`src/sbt_pkg.sv`:
```
`timescale 1ns / 1ps
// ----------------------------------------------------------------------------
// sbt_pkg
// Constants, types and command codes shared by the sorted byte table.
// ----------------------------------------------------------------------------
package sbt_pkg;

  localparam int CAPACITY    = 64;
  localparam int ADDR_W      = $clog2(CAPACITY);
  localparam int CNT_W       = $clog2(CAPACITY + 1);
  localparam int DATA_W      = 8;
  localparam int COUNT_OUT_W = 7;

  typedef logic [CNT_W-1:0]       cnt_t;
  typedef logic [ADDR_W-1:0]      addr_t;
  typedef logic [DATA_W-1:0]      data_t;
  typedef logic [COUNT_OUT_W-1:0] cnt_out_t;

  typedef enum logic [1:0] {
    ACT_INSERT = 2'd0,
    ACT_REMOVE = 2'd1,
    ACT_CLEAR  = 2'd2
  } action_t;

  // Table RAM access for one cycle
  typedef struct packed {
    logic  we;
    addr_t waddr;
    data_t wdata;
    logic  re;
    addr_t raddr;
  } ram_req_t;

  // One finished command result
  typedef struct packed {
    logic     valid;
    logic     success;
    cnt_out_t count;
    data_t    largest;
    logic     is_empty;
  } result_t;

endpackage

```
`src/sbt_ram.sv`:
```
`timescale 1ns / 1ps
// ----------------------------------------------------------------------------
// sbt_ram
// Simple dual-port synchronous RAM, one write and one registered read port.
// ----------------------------------------------------------------------------
module sbt_ram #(
  parameter int DEPTH = 64,
  parameter int WIDTH = 8
) (
  input  logic                     clk,
  input  logic                     we,
  input  logic [$clog2(DEPTH)-1:0] waddr,
  input  logic [WIDTH-1:0]         wdata,
  input  logic                     re,
  input  logic [$clog2(DEPTH)-1:0] raddr,
  output logic [WIDTH-1:0]         rdata
);

  logic [WIDTH-1:0] mem [DEPTH];
  logic [WIDTH-1:0] rdata_r;

  always_ff @(posedge clk) begin
    if (we) begin
      mem[waddr] <= wdata;
    end
    if (re) begin
      rdata_r <= mem[raddr];
    end
  end

  assign rdata = rdata_r;

endmodule

```
`src/sbt_ctrl.sv`:
```
`timescale 1ns / 1ps
// ----------------------------------------------------------------------------
// sbt_ctrl
// Command sequencer: walks the table RAM to insert or remove entries; clear zeroes the count.
// ----------------------------------------------------------------------------
module sbt_ctrl import sbt_pkg::*; (
  input  logic     clk,
  input  logic     rst_n,
  input  logic     cmd_valid,
  output logic     cmd_ready,
  input  logic [1:0] cmd_action,
  input  data_t    cmd_value,
  input  logic     slot_free,
  output result_t  res,
  output ram_req_t ram_req,
  input  data_t    ram_rdata
);

  typedef enum logic [2:0] {
    S_IDLE,
    S_INS_CMP,
    S_INS_PUT,
    S_REM_CMP,
    S_REM_SHF,
    S_LAST_RD,
    S_LAST_CAP,
    S_DONE
  } state_t;

  state_t  state_r, state_nxt;
  cnt_t    count_r, count_nxt;
  cnt_t    idx_r, idx_nxt;
  data_t   val_r, val_nxt;
  logic    ok_r, ok_nxt;
  data_t   largest_r, largest_nxt;
  logic    res_valid_r, res_valid_nxt;

  cnt_t    idx_dn1, idx_dn2, idx_up1, idx_up2, cnt_dn1;
  logic [CNT_W+COUNT_OUT_W-1:0] count_wide;

  assign idx_dn1 = cnt_t'(idx_r - 1'b1);
  assign idx_dn2 = cnt_t'(idx_r - 2'd2);
  assign idx_up1 = cnt_t'(idx_r + 1'b1);
  assign idx_up2 = cnt_t'(idx_r + 2'd2);
  assign cnt_dn1 = cnt_t'(count_r - 1'b1);

  always_comb begin
    state_nxt     = state_r;
    count_nxt     = count_r;
    idx_nxt       = idx_r;
    val_nxt       = val_r;
    ok_nxt        = ok_r;
    largest_nxt   = largest_r;
    res_valid_nxt = 1'b0;
    ram_req       = '0;

    case (state_r)
      S_IDLE: begin
        if (cmd_valid) begin
          val_nxt   = cmd_value;
          ok_nxt    = 1'b0;
          state_nxt = S_LAST_RD;
          case (cmd_action)
            ACT_INSERT: begin
              if (count_r == cnt_t'(0)) begin
                ram_req.we    = 1'b1;
                ram_req.waddr = '0;
                ram_req.wdata = cmd_value;
                count_nxt     = cnt_t'(count_r + 1'b1);
                ok_nxt        = 1'b1;
              end else if (count_r < cnt_t'(CAPACITY)) begin
                // start at the top; shift larger-or-equal entries up one
                ram_req.re    = 1'b1;
                ram_req.raddr = cnt_dn1[ADDR_W-1:0];
                idx_nxt       = count_r;
                state_nxt     = S_INS_CMP;
              end
            end
            ACT_REMOVE: begin
              if (count_r != cnt_t'(0)) begin
                ram_req.re    = 1'b1;
                ram_req.raddr = '0;
                idx_nxt       = '0;
                state_nxt     = S_REM_CMP;
              end
            end
            ACT_CLEAR: begin
              if (count_r != cnt_t'(0)) begin
                count_nxt = '0;
                ok_nxt    = 1'b1;
              end
            end
            default: begin
              // unused code: report unchanged table
            end
          endcase
        end
      end

      // ram_rdata holds entry idx-1
      S_INS_CMP: begin
        ram_req.we    = 1'b1;
        ram_req.waddr = idx_r[ADDR_W-1:0];
        if (ram_rdata >= val_r) begin
          ram_req.wdata = ram_rdata;
          idx_nxt       = idx_dn1;
          if (idx_r == cnt_t'(1)) begin
            state_nxt = S_INS_PUT;
          end else begin
            ram_req.re    = 1'b1;
            ram_req.raddr = idx_dn2[ADDR_W-1:0];
          end
        end else begin
          ram_req.wdata = val_r;
          count_nxt     = cnt_t'(count_r + 1'b1);
          ok_nxt        = 1'b1;
          state_nxt     = S_LAST_RD;
        end
      end

      S_INS_PUT: begin
        ram_req.we    = 1'b1;
        ram_req.waddr = idx_r[ADDR_W-1:0];
        ram_req.wdata = val_r;
        count_nxt     = cnt_t'(count_r + 1'b1);
        ok_nxt        = 1'b1;
        state_nxt     = S_LAST_RD;
      end

      // ram_rdata holds entry idx
      S_REM_CMP: begin
        if (ram_rdata < val_r) begin
          if (idx_up1 == count_r) begin
            state_nxt = S_LAST_RD;
          end else begin
            ram_req.re    = 1'b1;
            ram_req.raddr = idx_up1[ADDR_W-1:0];
            idx_nxt       = idx_up1;
          end
        end else if (ram_rdata != val_r) begin
          state_nxt = S_LAST_RD;
        end else begin
          ok_nxt = 1'b1;
          if (idx_up1 == count_r) begin
            count_nxt = cnt_dn1;
            state_nxt = S_LAST_RD;
          end else begin
            ram_req.re    = 1'b1;
            ram_req.raddr = idx_up1[ADDR_W-1:0];
            state_nxt     = S_REM_SHF;
          end
        end
      end

      // ram_rdata holds entry idx+1; move it down to idx
      S_REM_SHF: begin
        ram_req.we    = 1'b1;
        ram_req.waddr = idx_r[ADDR_W-1:0];
        ram_req.wdata = ram_rdata;
        idx_nxt       = idx_up1;
        if (idx_up2 == count_r) begin
          count_nxt = cnt_dn1;
          state_nxt = S_LAST_RD;
        end else begin
          ram_req.re    = 1'b1;
          ram_req.raddr = idx_up2[ADDR_W-1:0];
        end
      end

      S_LAST_RD: begin
        if (count_r == cnt_t'(0)) begin
          largest_nxt = '0;
          state_nxt   = S_DONE;
        end else begin
          ram_req.re    = 1'b1;
          ram_req.raddr = cnt_dn1[ADDR_W-1:0];
          state_nxt     = S_LAST_CAP;
        end
      end

      S_LAST_CAP: begin
        largest_nxt = ram_rdata;
        state_nxt   = S_DONE;
      end

      S_DONE: begin
        if (slot_free) begin
          res_valid_nxt = 1'b1;
          state_nxt     = S_IDLE;
        end
      end

      default: begin
        state_nxt = S_IDLE;
      end
    endcase
  end

  always_ff @(posedge clk) begin
    if (!rst_n) begin
      state_r     <= S_IDLE;
      count_r     <= '0;
      res_valid_r <= 1'b0;
    end else begin
      state_r     <= state_nxt;
      count_r     <= count_nxt;
      res_valid_r <= res_valid_nxt;
    end
    idx_r     <= idx_nxt;
    val_r     <= val_nxt;
    ok_r      <= ok_nxt;
    largest_r <= largest_nxt;
  end

  assign count_wide   = {{COUNT_OUT_W{1'b0}}, count_r};
  assign cmd_ready    = (state_r == S_IDLE);
  assign res.valid    = res_valid_r;
  assign res.success  = ok_r;
  assign res.count    = count_wide[COUNT_OUT_W-1:0];
  assign res.largest  = largest_r;
  assign res.is_empty = (count_r == cnt_t'(0));

endmodule

```
`src/sorted_byte_table.sv`:
```
`timescale 1ns / 1ps
// Sequence: accept, a table walk (insert into a nonempty, not full table, or remove),
//   a read of the largest entry unless the table ends empty, then the result handover.
// Throughput: one command at a time; a result stalled in the output register holds
//   the sequencer and the input.
// Reset (rst_n low, synchronous): count cleared, sequencer idle, output empty; RAM kept.
// ----------------------------------------------------------------------------
// sorted_byte_table
// Bounded ascending multiset of bytes with insert, remove and clear commands.
// ----------------------------------------------------------------------------
module sorted_byte_table import sbt_pkg::*; (
  input  logic        clk,
  input  logic        rst_n,
  // command channel
  input  logic        in_tvalid,
  output logic        in_tready,
  input  logic [7:0]  in_tdata,   // [7:0] value
  input  logic [1:0]  in_tuser,   // [1:0] action
  // result channel
  output logic        out_tvalid,
  input  logic        out_tready,
  output logic [23:0] out_tdata   // [0] success, [7:1] count, [15:8] largest,
                                  // [16] is_empty, [23:17] zero
);

  ram_req_t ram_req;
  data_t    ram_rdata;
  result_t  res;
  logic     slot_free;

  logic     out_valid_r;
  logic     out_success_r;
  cnt_out_t out_count_r;
  data_t    out_largest_r;
  logic     out_empty_r;

  // Table storage: one entry written, one read per cycle
  sbt_ram #(
    .DEPTH (CAPACITY),
    .WIDTH (DATA_W)
  ) u_ram (
    .clk   (clk),
    .we    (ram_req.we),
    .waddr (ram_req.waddr),
    .wdata (ram_req.wdata),
    .re    (ram_req.re),
    .raddr (ram_req.raddr),
    .rdata (ram_rdata)
  );

  // Sequencer owns the count and walks the table for each command
  sbt_ctrl u_ctrl (
    .clk        (clk),
    .rst_n      (rst_n),
    .cmd_valid  (in_tvalid),
    .cmd_ready  (in_tready),
    .cmd_action (in_tuser),
    .cmd_value  (in_tdata[DATA_W-1:0]),
    .slot_free  (slot_free),
    .res        (res),
    .ram_req    (ram_req),
    .ram_rdata  (ram_rdata)
  );

  // Output holding register: the sequencer hands over a result only when
  // the register is empty or draining this cycle.
  assign slot_free = !out_valid_r || out_tready;

  always_ff @(posedge clk) begin
    if (!rst_n) begin
      out_valid_r <= 1'b0;
    end else if (res.valid) begin
      out_valid_r <= 1'b1;
    end else if (out_tready) begin
      out_valid_r <= 1'b0;
    end
    // load payload on handover, hold otherwise
    if (res.valid) begin
      out_success_r <= res.success;
      out_count_r   <= res.count;
      out_largest_r <= res.largest;
      out_empty_r   <= res.is_empty;
    end
  end

  assign out_tvalid = out_valid_r;
  assign out_tdata  = {7'd0, out_empty_r, out_largest_r, out_count_r, out_success_r};

endmodule

```
`config.mk`:
```
export PLATFORM = sky130hd
export DESIGN_NAME = sorted_byte_table
export DESIGN_NICKNAME = d
export VERILOG_FILES = /design/src/sbt_pkg.sv /design/src/sbt_ram.sv /design/src/sbt_ctrl.sv /design/src/sorted_byte_table.sv
export SDC_FILE = /design/constraint.sdc
export NUM_CORES = 1
export LEC_CHECK = 0
export BUFFER_PORTS_ARGS = -buffer_cell sky130_fd_sc_hd__buf_2
export CAP_MARGIN = 15
export CELL_PAD_IN_SITES_DETAIL_PLACEMENT = 1
export CELL_PAD_IN_SITES_GLOBAL_PLACEMENT = 1
export CORE_MARGIN = 2
export CORE_UTILIZATION = 52
export DETAILED_ROUTE_END_ITERATION = 7
export PLACE_DENSITY_LB_ADDON = 0.25
export SLEW_MARGIN = 40
export SYNTH_ARGS = -nofsm -noshare
export SYNTH_HDL_FRONTEND = slang
export SYNTH_SLANG_ARGS = --single-unit
```
`constraint.sdc`:
```
create_clock -name clk -period 4.75 [get_ports clk]
set_input_delay 0.95 -clock clk [delete_from_list [all_inputs] [get_ports clk]]
set_output_delay 0.95 -clock clk [all_outputs]
set_load 0.03 [all_outputs]
```
==> impl_metrics.py <==
metrics = {
    "job": {
        "cap_violations": 0,
    },
    "layout": {
        "filler_cell_count": 4525,
        "layoutNonFillerInstCount": 2647,
        "fraction_of_final_layout_cells_with_drive_strength_greater_than_1": 0.154,
        "nets": 2020,
        "areaGrowthSynthToFinish_pct": 13.7,
        "multi_input_gate_area_sq_um": 6600,
        "final_core_util": 0.596,
        "area.sequential_sq_um": 17100,
        "post_route_cell_area_sq_um": 27600,
    },
    "critical_path": {
        "worst_setup_path_end_kind": "register",
        "rrSetupSlack_ns": 0.21,
        "worst-endpoint-required_ns": 5.23,
        "r2r.worst_path.cells": 16,
        "timing.critical_path.arrival_ns": 5.02,
        "largest_fanout_on_the_critical_path": 56,
        "timing_worst_setup_path_type": "register to register",
        "worstReg2RegStart": "u_ctrl.count_r[0]",
        "regToRegEndpoint": "u_ram.rdata[6]",
        "critical_path.startpoint_type": "register",
    },
    "placed_design": {
        "dpl.cell_count": 2535,
        "port_buffers": 32,
        "gp_routability_congestion": 0.889,
        "detailed_place_hpwl_mm": 46.2,
        "dpl_cell_area_sq_um": 25600,
    },
    "timing": {
        "final_number_of_setup_violating_endpoints": 0,
        "clock-skew-final_ns": 0.0433,
        "hold_viol_final": 0,
        "min_period_over_period": 0.956,
        "upper_clock_frequency_limit_ghz": 0.220,
        "fin_tns_setup_ns": 0,
        "slew_viol_final": 0,
        "worst_slew_pin_slew_ns": 0.966,
        "final_critical_period_ns": 4.54,
        "grt_setup_unrepaired": "no",
        "slew_headroom": 0.354,
    },
    "clock_network": {
        "cts_tree": "yes",
        "post-cts-setup-buffer-count": 0,
        "insertion_delay_ns": 0.65,
        "buffer_depth_of_the_longest_clock_path": 3,
        "path_clk_slew_ns": 0.06,
        "cts_buffers": 58,
        "hold_buffers": 0,
        "cts_htree_levels": 2,
        "tritoncts_num_sinks": 573,
        "root_cell_of_the_clock_tree": "sky130_fd_sc_hd__clkbuf_16",
    },
    "synthesis": {
        "synth.yosys.seq_area_share": 0.703,
        "yosys_warns": 0,
        "synth_async_sr_flop_share": 0,
        "post_synth_top_flop": "sky130_fd_sc_hd__edfxtp_1",
        "seq_cells_post_synth": 573,
        "synthDistinctLibCells": 75,
        "syn_area_cell_sq_um": 12.6,
        "post_synth_instance_area_sq_um": 24300,
        "synthCells": 1937,
        "synth_enable_flop_cells": 561,
    },
    "hold_path": {
        "min_from": "u_ctrl.largest_r[3]",
        "worstHoldPathType": "register to register",
        "holdPathEnd": "out_largest_r[3]",
        "whs_path_depth": 0,
    },
    "global_route": {
        "gr-usage-all-layers": 0.306,
        "vias_in_the_first_global_route": 17300,
        "grt.overflow.total": 0,
        "largest_net_degree_at_the_start_of_global_routing": 148,
        "first_pass_grt_wire_length_mm": 109,
        "antenna_violations_before_repair": 3,
    },
    "die": {
        "floorplan.initialDensity": 0.524,
        "io_pins": 40,
        "floorplan.die.width_um": 220,
        "coreArea_sq_um": 46400,
        "dieHeight_um": 220,
        "floorplan.rows": 79,
        "die_footprint_sq_um": 48500,
    },
    "detailed_routing": {
        "drt_iter0_drc": 2005,
        "drt-pass1-iter-count": 6,
        "totalWireLength_mm": 74.2,
        "drtAntennaViolNets": 0,
        "drc": 0,
        "num_vias": 16800,
        "routed_wire_length_per_instance_um": 28.0,
        "via_per_inst": 6.36,
    },
    "outcome": {
        "status": "complete, no violations",
    },
}
==> stage by stage <==
step / setup slack (ns) / hold WS, ns
4_1_cts: 0.211 / 0.420
3_3_place_gp: -0.0584 / 0.400
3_5_place_dp: -0.0584 / 0.407
6_report: 0.207 / 0.419
5_1_grt: 0.0326 / 0.428
2_1_floorplan: 0.839 / 0.400
==> per-layer routing <==
metal / vias up / track usage / routed length (um) / part of all wire
met5: - / 0 / 22 / 0.00030
met4: 4 / 0.112 / 2610 / 0.035
met3: 168 / 0.0595 / 5610 / 0.076
met2: 704 / 0.501 / 35800 / 0.48
met1: 8656 / 0.410 / 30100 / 0.41
li1: 7307 / - / - / -
==> synthesized netlist by cell type, drive strengths merged (7+ instances only) <==
cell | count | area (sq um)
and2 | 11 | 68.8
xor2 | 9 | 78.8
xnor2 | 17 | 149
edfxtp | 561 | 16800
ha | 16 | 200
mux2 | 7 | 78.8
nand3 | 137 | 686
a222oi | 8 | 80.1
nor3 | 15 | 75.1
dfxtp | 12 | 240
a21oi | 94 | 617
a32oi | 65 | 569
nand4 | 83 | 519
o21ai | 21 | 105
buf | 76 | 417
nand2 | 469 | 1770
clkbuf | 60 | 228
nor2b | 10 | 62.6
inv | 34 | 128
o22ai | 7 | 43.8
and3 | 15 | 93.8
nor2 | 108 | 408
==> cells by family after synthesis <==
group | after synthesis | share of synthesized area
AO/OA/AOI/OAI | 264 | 0.0824
XOR/XNOR | 26 | 0.00937
adder cells (fa/ha/maj) | 16 | 0.00824
buffers and inverters | 170 | 0.0318
flip-flops | 573 | 0.703
multiplexers | 12 | 0.00530
other | 1 | 0.000154
AND/OR/NAND/NOR | 875 | 0.160
==> how the worst max path moves through the flow <==
stage,startpoint,to,slack (ns),cells past startpoint
floorplan,u_ctrl.idx_r[1],u_ram.rdata[6],0.84,16
global placement,in_tuser[1],u_ram.rdata[6],-0.06,14
detailed placement,in_tuser[1],u_ram.rdata[6],-0.06,14
CTS,u_ctrl.count_r[0],u_ram.rdata[6],0.21,15
global route,u_ctrl.count_r[0],u_ram.rdata[6],0.03,16
finish,u_ctrl.count_r[0],u_ram.rdata[6],0.21,16
==> registers in the layout, summed over array words and instances (netlist names) <==
signal / cells
out_count_r: 7
out_empty_r: 1
out_largest_r: 8
out_success_r: 1
out_tvalid: 1
u_ctrl.count_r: 7
u_ctrl.idx_r: 7
u_ctrl.largest_r: 8
u_ctrl.ok_r: 1
u_ctrl.res_valid_r: 1
u_ctrl.state_r: 3
u_ctrl.val_r: 8
u_ram.mem: 512
u_ram.rdata: 8
==> critical path, cell delays in order (launching register included) <==
cell and delay [ns]:
sky130_fd_sc_hd__dfxtp_1 0.33, sky130_fd_sc_hd__inv_1 0.11, sky130_fd_sc_hd__ha_1 0.25, sky130_fd_sc_hd__or3b_1 0.49
sky130_fd_sc_hd__or4_1 0.53, sky130_fd_sc_hd__buf_4 0.21, sky130_fd_sc_hd__nand3_1 0.15, sky130_fd_sc_hd__nor3b_1 0.21
sky130_fd_sc_hd__a32oi_1 0.13, sky130_fd_sc_hd__nand2_4 0.21, sky130_fd_sc_hd__buf_12 0.29, sky130_fd_sc_hd__buf_12 0.32
sky130_fd_sc_hd__nand2_1 0.10, sky130_fd_sc_hd__a32oi_1 0.24, sky130_fd_sc_hd__nand4_1 0.33, sky130_fd_sc_hd__nand4b_1 0.23
sky130_fd_sc_hd__o311a_1 0.19
==> timing repair <==
action                                  in CTS  in global routing
endpoints found under the setup margin       0                  1
hold endpoints to repair                     0                  0
resized for setup                            0                  2
==> final cells by class <==
| type | count | share of cell area |
|---|---|---|
| diodes | 1 | 0.0000906 |
| clock buffers | 66 | 0.0544 |
| clock inverters | 43 | 0.0159 |
| inverters | 34 | 0.00471 |
| multi-input cells | 1200 | 0.239 |
| flip-flops and latches | 573 | 0.618 |
| well taps | 607 | 0.0275 |
| repair buffers | 123 | 0.0403 |
==> cells in the final DEF, fill, tap and decap left out, types with 8 or more instances in the layout <==
cell type                   netlist  routed
sky130_fd_sc_hd__xor2_1           9       9
sky130_fd_sc_hd__nand4_1         83      83
sky130_fd_sc_hd__inv_1           34      26
sky130_fd_sc_hd__buf_2           42      32
sky130_fd_sc_hd__dfxtp_1         12      12
sky130_fd_sc_hd__nor3_1          15      14
sky130_fd_sc_hd__clkinv_1         0      17
sky130_fd_sc_hd__nor2_1         107      74
sky130_fd_sc_hd__xnor2_1         17      17
sky130_fd_sc_hd__a32oi_1         65      65
sky130_fd_sc_hd__clkbuf_16        0      60
sky130_fd_sc_hd__nor2_2           1      32
sky130_fd_sc_hd__nand3_1        137     136
sky130_fd_sc_hd__ha_1            16      16
sky130_fd_sc_hd__buf_4            9      69
sky130_fd_sc_hd__o21ai_0         20      19
sky130_fd_sc_hd__a21oi_1         55      55
sky130_fd_sc_hd__nor2b_1         10      10
sky130_fd_sc_hd__buf_12           0      18
sky130_fd_sc_hd__nand2_1        468     467
sky130_fd_sc_hd__a21oi_2         39      39
sky130_fd_sc_hd__clkinv_2         0      12
sky130_fd_sc_hd__edfxtp_1       561     561
sky130_fd_sc_hd__a222oi_1         8       8
sky130_fd_sc_hd__bufinv_16        0       8
sky130_fd_sc_hd__and3_1          15      15
Power is not shown: default switching activity piles up to over one toggle a cycle in this logic, so the estimate is an artifact.
